`src/design/lzss_xor_stream_decoder_assert.svh`:
```
// ---------------------------------------------------------------------------
// lzss_xor_stream_decoder assertion macros
// Shorthand for the concurrent checks of the stream decoder.
// ---------------------------------------------------------------------------
`ifndef LZSS_XOR_STREAM_DECODER_ASSERT_SVH
`define LZSS_XOR_STREAM_DECODER_ASSERT_SVH

// Same-cycle implication, off while reset is asserted
`define LZXD_ASSERT_IMPLY(label, clk, rstn, ante, cons) \
    label: assert property (@(posedge clk) disable iff (!(rstn)) (ante) |-> (cons)) \
        else $error("lzxd: same-cycle check failed");

// Next-cycle implication, off while reset is asserted
`define LZXD_ASSERT_NEXT(label, clk, rstn, ante, cons) \
    label: assert property (@(posedge clk) disable iff (!(rstn)) (ante) |=> (cons)) \
        else $error("lzxd: next-cycle check failed");

`endif

```
`src/design/lzxd_pkg.sv`:
```
// ---------------------------------------------------------------------------
// lzxd_pkg
// Shared constants and types of the keyed LZSS stream decoder.
// ---------------------------------------------------------------------------
package lzxd_pkg;

    // History window
    localparam int RING_DEPTH = 4096;
    localparam int RING_AW    = $clog2(RING_DEPTH);
    localparam int FILL_W     = RING_AW + 1;

    // Token format
    localparam int              LEN_W       = 5;
    localparam int              MIN_MATCH   = 3;
    localparam logic [3:0]      FLAG_TOKENS = 4'd8;

    // Register reset values
    localparam logic [7:0]         KEY_RESET  = 8'hB5;
    localparam logic [RING_AW-1:0] BIAS_RESET = RING_AW'(18);

    // Configuration port
    localparam int                APB_AW        = 3;
    localparam int                APB_DW        = 32;
    localparam logic [APB_AW-1:0] ADDR_XOR_KEY  = 3'd0;
    localparam logic [APB_AW-1:0] ADDR_POS_BIAS = 3'd4;

    // What one input beat asks of the copy engine
    typedef enum logic [1:0] {
        CMD_NONE  = 2'b00,
        CMD_LIT   = 2'b01,
        CMD_MATCH = 2'b10
    } cmd_kind_t;

    typedef struct packed {
        cmd_kind_t          kind;
        logic [7:0]         lit_byte;
        logic [RING_AW-1:0] pos;
        logic [LEN_W-1:0]   len;
    } cmd_t;

endpackage

```
`src/design/lzxd_parser.sv`:
```
// ---------------------------------------------------------------------------
// lzxd_parser
// Removes the key from each input beat and walks the flag/token format,
// turning each beat into a literal, a match or nothing.
// ---------------------------------------------------------------------------
module lzxd_parser
    import lzxd_pkg::*;
(
    input  logic               aclk,
    input  logic               aresetn,
    input  logic               accept,
    input  logic [7:0]         in_byte,
    input  logic [7:0]         xor_key,
    input  logic [RING_AW-1:0] position_bias,
    output cmd_t               cmd
);

    logic [7:0] key_byte;
    logic [7:0] flag_bits_reg, flag_bits_next;
    logic [3:0] flags_left_reg, flags_left_next;
    logic       await_reg, await_next;
    logic [7:0] held_reg, held_next;

    assign key_byte = in_byte ^ xor_key;

    // Token decode
    always_comb begin
        flag_bits_next  = flag_bits_reg;
        flags_left_next = flags_left_reg;
        await_next      = await_reg;
        held_next       = held_reg;
        cmd.kind        = CMD_NONE;
        cmd.lit_byte    = key_byte;
        cmd.pos         = {key_byte[7:4], held_reg} + position_bias;
        cmd.len         = LEN_W'(key_byte[3:0]) + LEN_W'(MIN_MATCH);

        if (flags_left_reg == 4'd0) begin
            // flag byte
            flag_bits_next  = key_byte;
            flags_left_next = FLAG_TOKENS;
            await_next      = 1'b0;
        end else if (flag_bits_reg[0]) begin
            cmd.kind        = CMD_LIT;
            flag_bits_next  = flag_bits_reg >> 1;
            flags_left_next = flags_left_reg - 4'd1;
        end else if (!await_reg) begin
            // first half of a match
            held_next  = key_byte;
            await_next = 1'b1;
        end else begin
            cmd.kind        = CMD_MATCH;
            await_next      = 1'b0;
            held_next       = 8'd0;
            flag_bits_next  = flag_bits_reg >> 1;
            flags_left_next = flags_left_reg - 4'd1;
        end
    end

    // Token state
    always_ff @(posedge aclk) begin
        if (!aresetn) begin
            flag_bits_reg  <= 8'd0;
            flags_left_reg <= 4'd0;
            await_reg      <= 1'b0;
            held_reg       <= 8'd0;
        end else if (accept) begin
            flag_bits_reg  <= flag_bits_next;
            flags_left_reg <= flags_left_next;
            await_reg      <= await_next;
            held_reg       <= held_next;
        end
    end

endmodule

```
`config.mk`:
```
export PLATFORM = sky130hd
export DESIGN_NAME = lzxd_parser
export DESIGN_NICKNAME = d
export VERILOG_FILES = /design/src/design/lzss_xor_stream_decoder_assert.svh /design/src/design/lzxd_pkg.sv /design/src/design/lzxd_parser.sv
export SDC_FILE = /design/constraint.sdc
export NUM_CORES = 1
export LEC_CHECK = 0
export BUFFER_PORTS_ARGS = -buffer_cell sky130_fd_sc_hd__buf_2
export CAP_MARGIN = 20
export CORE_ASPECT_RATIO = 0.9
export CORE_MARGIN = 5
export CORE_UTILIZATION = 51
export CTS_BUF_LIST = sky130_fd_sc_hd__clkbuf_2
export CTS_CLUSTER_DIAMETER = 60
export DETAILED_ROUTE_END_ITERATION = 16
export GPL_TIMING_DRIVEN = 0
export PLACE_DENSITY_LB_ADDON = 0.12
export SYNTH_ARGS = -nofsm -noshare
export SYNTH_HDL_FRONTEND = slang
export SYNTH_SLANG_ARGS = --single-unit
```
`constraint.sdc`:
```
create_clock -name aclk -period 2.5 [get_ports aclk]
set_input_delay 0.25 -clock aclk [delete_from_list [all_inputs] [get_ports aclk]]
set_output_delay 0.25 -clock aclk [all_outputs]
set_load 0.05 [all_outputs]
```
==> results of run 1 <==
==> what timing repair did <==
action,in CTS,in global routing
hold buffers,0,0
gates cloned,0,0
endpoints found under the setup margin,6,8
buffers inserted,3,1
gates resized for setup,21,16
pin swaps,9,13
==> worst max-delay path: stages, from the launching register on <==
cell and delay [ns]:
dfxtp_2 0.38, ha_4 0.16, fa_2 0.37, a211oi_4 0.29, o21bai_2 0.11, a2111oi_4 0.31, nor3_2 0.08, xor2_2 0.14
buf_6 0.17
==> final cells by class <==
class / count / area share, %
Buffer: 7 / 2.17
Clock buffer: 3 / 0.703
Clock inverter: 1 / 0.234
Inverter: 7 / 1.23
Multi-Input combinational cell: 151 / 56.8
Sequential cell: 21 / 20.0
Tap cell: 42 / 2.46
Timing Repair Buffer: 61 / 16.4
==> how the worst max path moves through the flow <==
stage / startpoint / end / slack [ns] / cells past startpoint
global route: held_reg[0] / cmd[13] / -0.21 / 8
CTS: held_reg[0] / cmd[13] / -0.21 / 8
global placement: position_bias[0] / cmd[13] / -0.08 / 9
detailed placement: position_bias[0] / cmd[13] / -0.14 / 9
finish: held_reg[0] / cmd[13] / -0.07 / 8
floorplan: held_reg[0] / cmd[13] / 0.009 / 7
==> cells in the mapped netlist (all sizes together), types with 2 or more instances <==
library cell  instances
nand2                 4
and3                  3
a32oi                 2
o21ai                18
xnor2                14
nand3                 3
ha                   13
buf                   4
a21oi                25
clkbuf                4
nor3                  9
nor2                 17
a21o                  3
and2                  3
nand4                 3
or3                   7
nor3b                 5
a2111oi               2
dfxtp                21
xor2                  8
inv                   7
==> metal layers <==
layer / track usage (%) / share of wire, % / vias up
met5: 0 / 0 / -
met4: 3.72 / 1.5 / 0
met3: 3.42 / 6.2 / 8
met2: 29.6 / 47 / 56
met1: 27.9 / 45 / 744
li1: - / - / 802
==> cells by family (layout without fill, tap and decap cells) <==
group | Yosys count | in the layout | synth area share (%)
AOI/OAI and AO/OA | 58 | 58 | 23.0
xor gates and xnor gates | 22 | 22 | 12.4
adders and majority gates | 14 | 14 | 11.8
buffers and inverters | 15 | 79 | 4.93
DFF | 21 | 21 | 27.1
muxes | 1 | 1 | 0.646
and+or+nand+nor | 56 | 56 | 20.0
==> per-stage QoR <==
stage	hold WS [ns]	power, mW	worst slack [ns]	util, %
after floorplan	0.388	1.15	0.00941	-
after global placement	0.460	1.33	-0.0780	64.9
after detailed placement	0.476	1.34	-0.143	64.9
after CTS	0.209	1.54	-0.206	68.8
after global routing	0.206	1.68	-0.213	71.3
final	0.245	1.57	-0.0749	71.3
==> report_power, final <==
| group | internal [mW] | total, mW | leakage (nW) | switching, mW |
|---|---|---|---|---|
| Combinational | 0.351 | 1.01 | 0.769 | 0.660 |
| Sequential | 0.389 | 0.426 | 0.174 | 0.0370 |
| Clock | 0.0363 | 0.138 | 0.0164 | 0.102 |
| Total | 0.775 | 1.57 | 0.959 | 0.798 |
==> impl_metrics.json, run 1 <==
{
  "status": "finished, violations left",
  "violations": "negative setup slack",
  "dpl_cell_area_mm2": 0.00194,
  "io_buffers": 57,
  "grt_overflow": 0,
  "via_count": 1610,
  "fmax_mhz": 388,
  "reg2reg_depth": 7,
  "cts-root-buf": "clkbuf_2",
  "finalCritPeriodShare_pct": 103,
  "hold_viol": 0,
  "dieArea_mm2": 0.00424,
  "final_cell_mix": "buf_2 (50), a21oi_1 (22), dfxtp_1 (18)",
  "p_leak_nw": 0.959,
  "grt_usage_pct": 19.3,
  "numClockSinks": 21,
  "start_kind": "flop",
  "syn-instance-count": 187,
  "synth.avg_cell_area_um2": 8.28,
  "globalplace.congestion": 0.767,
  "drv_slew": 0,
  "syn-num-nets": 232,
  "hold_class": "in -> reg",
  "min_path_cells": 3,
  "cts_tree": "built",
  "wl_per_cell_um": 14.5,
  "r2r_slack_ns": 0.63,
  "critPathCaptureType": "output port",
  "clockBufferDepth": 2,
  "multi_input_area_mm2": 0.00121,
  "yosysTopAreaCellShare_pct": 27.1,
  "layout_setup_ws_ns": -0.0749,
  "drt-pass1-iter-count": 4,
  "die_x_um": 68.1,
  "whs_endpoint": "flag_bits_reg[1]",
  "r2r-end": "held_reg[2]",
  "grt_pass1_vias": 1459,
  "routed_via_density": 5.49,
  "finalSetupViolCount": 5,
  "synthTopCellsByArea": "dfxtp_1 (27%), ha_1 (11%), a21oi_1 (8.1%), xnor2_1 (7.9%), o21ai_0 (5.5%)",
  "path_max_fanout": 2,
  "ios": 58,
  "async_flop_share_pct": 0,
  "path_clk_slew_ns": 0.20,
  "ys_seq_elements": 21,
  "yosys.area.top_type": "dfxtp_1",
  "rr_startpoint": "flags_left_reg[3]",
  "syn_to_final_growth_pct": 37.8,
  "numCtsBuffers": 3,
  "start_util_pct": 51.7,
  "synth_edf_count": 0,
  "min_from": "aresetn",
  "rows": 19,
  "fin_nets": 297,
  "maxCapViolations": 0,
  "tightest_slew_ns": 0.647,
  "fin_crit_ns": 2.57,
  "postRouteAntennaNets": 0,
  "yosysUniqueCellTypes": 41,
  "placed_cells": 286,
  "power_density_mw_per_mm2": 737,
  "drive_gt1_share_pct": 39.4,
  "drc_errors": 0,
  "postLayoutCellArea_mm2": 0.00213,
  "skew_ns": 0.00262,
  "antennaDiodeCount": 0,
  "mostFrequentLayoutCell": "buf_2",
  "final_cells": 293,
  "cts.htree.levels": 1,
  "synth_area_mm2": 0.00155,
  "max-slew-margin-rel_pct": 56.5,
  "antenna_found_initial": 0,
  "coreArea_mm2": 0.00300,
  "drt_iter0_markers": 67,
  "dp_hpwl_um": 2960,
  "fin_tns_setup_ns": -0.182,
  "rsz0062_at_grt": "yes",
  "cp.required_ns": 2.25,
  "seqCellArea_um2": 427,
  "ys_warn_count": 0,
  "dieHeight_um": 62.3,
  "crit_arrival_ns": 2.32,
  "irDropWorstVdd_v": 0.000407,
  "ys.flop_type": "dfxtp_1",
  "grt_max_degree": 13,
  "yosysSeqAreaShare_pct": 27.1,
  "routed_wl_um": 4240,
  "clock_latency_ns": 0.31,
  "critPathKind": "reg -> out",
  "nFillCells": 250,
  "grt_pass1_wl_um": 6530
}
Note: power is estimated with default switching activity, not from simulation.
==> run 2: changes to the inputs <==
- RECOVER_POWER: unset -> 100
==> run 2 against run 1 <==
The run still ends with negative setup slack left. Maximum frequency down 0.28%. Combinational power down 4%. Via count down 0.31%. Non-clock buffer count unchanged. Register-to-register slack worse by 0.48 ns. Sequential power about the same. Worst hold slack worse by 0.016 ns. Critical path type unchanged. Largest cell class unchanged.
==> impl_metrics.json, run 2 (synthesis results as in run 1) <==
{
  "max-slew-margin-rel_pct": 57.6,
  "die_x_um": 68.1,
  "power_density_mw_per_mm2": 738,
  "final_cell_mix": "buf_2 (31), clkbuf_1 (23), a21oi_1 (22)",
  "crit_arrival_ns": 2.33,
  "placed_cells": 286,
  "numClockSinks": 21,
  "ios": 58,
  "grt_pass1_vias": 1459,
  "fin_tns_setup_ns": -0.196,
  "numCtsBuffers": 3,
  "cts_tree": "built",
  "drv_slew": 0,
  "rows": 19,
  "fin_crit_ns": 2.58,
  "cp.required_ns": 2.25,
  "status": "finished, violations left",
  "start_kind": "flop",
  "layout_setup_ws_ns": -0.0822,
  "tightest_slew_ns": 0.630,
  "via_count": 1605,
  "globalplace.congestion": 0.767,
  "clockBufferDepth": 2,
  "clock_latency_ns": 0.31,
  "start_util_pct": 51.7,
  "wl_per_cell_um": 14.5,
  "violations": "negative setup slack",
  "antenna_found_initial": 0,
  "maxCapViolations": 0,
  "path_clk_slew_ns": 0.20,
  "drc_errors": 0,
  "dp_hpwl_um": 2960,
  "final_cells": 293,
  "grt_overflow": 0,
  "mostFrequentLayoutCell": "buf_2",
  "hold_class": "in -> reg",
  "drt-pass1-iter-count": 4,
  "routed_via_density": 5.48,
  "rsz0062_at_grt": "yes",
  "antennaDiodeCount": 0,
  "hold_viol": 0,
  "skew_ns": 0.00137,
  "p_leak_nw": 0.888,
  "grt_usage_pct": 19.3,
  "multi_input_area_mm2": 0.00120,
  "syn_to_final_growth_pct": 34.2,
  "finalSetupViolCount": 5,
  "utilization_pct": 69.4,
  "drt_iter0_markers": 102,
  "postRouteAntennaNets": 0,
  "cts-root-buf": "clkbuf_2",
  "seqCellArea_um2": 427,
  "dieHeight_um": 62.3,
  "fmax_mhz": 387,
  "grt_pass1_wl_um": 6530,
  "finalCritPeriodShare_pct": 103,
  "fin_nets": 297,
  "path_max_fanout": 2,
  "grt_max_degree": 13,
  "routed_wl_um": 4240,
  "nFillCells": 268,
  "io_buffers": 57,
  "coreArea_mm2": 0.00300,
  "cts.htree.levels": 1,
  "dieArea_mm2": 0.00424,
  "drive_gt1_share_pct": 30.3,
  "critPathCaptureType": "output port",
  "irDropWorstVdd_v": 0.000392,
  "critPathKind": "reg -> out"
}
run 2: cell types whose count changed in the layout (fill, tap and decap cells not counted), moves of 2 or more:
cell / previous run / this run
clkbuf_1: 3 / 23
clkbuf_2: 3 / 5
buf_2: 50 / 31
buf_6: 6 / 4
run 2: cell type report:
| type | instances | share of cell area (%) |
|---|---|---|
| Multi-Input combinational cell | 151 | 57.6 |
| Sequential cell | 21 | 20.5 |
| Timing Repair Buffer | 61 | 15.9 |
| Tap cell | 42 | 2.53 |
| Buffer | 7 | 1.26 |
| Inverter | 7 | 1.26 |
| Clock buffer | 3 | 0.722 |
| Clock inverter | 1 | 0.241 |
run 2: report_power, final:
part / internal [mW] / switching, mW
clock: 0.0363 / 0.105
combinational: 0.313 / 0.654
sequential: 0.389 / 0.0376
total: 0.738 / 0.796
run 2: stage by stage:
stage                     setup slack [ns]  hold slack [ns]  area, um2  power [mW]
final                              -0.0822            0.230       2080        1.53
after global routing                -0.213            0.206       2080        1.64
after CTS                           -0.206            0.209       2060        1.54
after detailed placement            -0.143            0.476       1940        1.34
after global placement             -0.0780            0.460       1940        1.33
after floorplan                    0.00941            0.388       1610        1.15
run 2: path summary, 6_finish.rpt:
check	depth (start not counted)	end	startpoint	slack, ns
setup / recovery	8	cmd[13]	held_reg[0]	-0.08
hold / removal	3	flag_bits_reg[1]	aresetn	0.23
setup reg to reg	7	held_reg[2]	flags_left_reg[3]	0.15
hold reg to reg	2	flag_bits_reg[7]	flag_bits_reg[7]	0.51
run 2: worst max-delay path, stage by stage (launching register included):
cell,delay (ns)
dfxtp_2,0.38
ha_4,0.16
fa_2,0.37
a211oi_4,0.29
o21bai_2,0.11
a2111oi_4,0.31
nor3_2,0.08
xor2_2,0.14
buf_6,0.17
run 2: what timing repair did:
item,in CTS,in global routing
hold buffers,0,0
pin swaps,9,13
endpoints found under the setup margin,6,8
gates resized for setup,21,16
buffers inserted,3,1
run 2: per-layer routing:
metal,vias to the layer above,GRT usage [%],part of all wire [%]
met5,-,0,0
met4,0,3.72,1.5
met3,8,3.42,7.4
met2,65,29.6,46
met1,731,27.9,45
li1,801,-,-
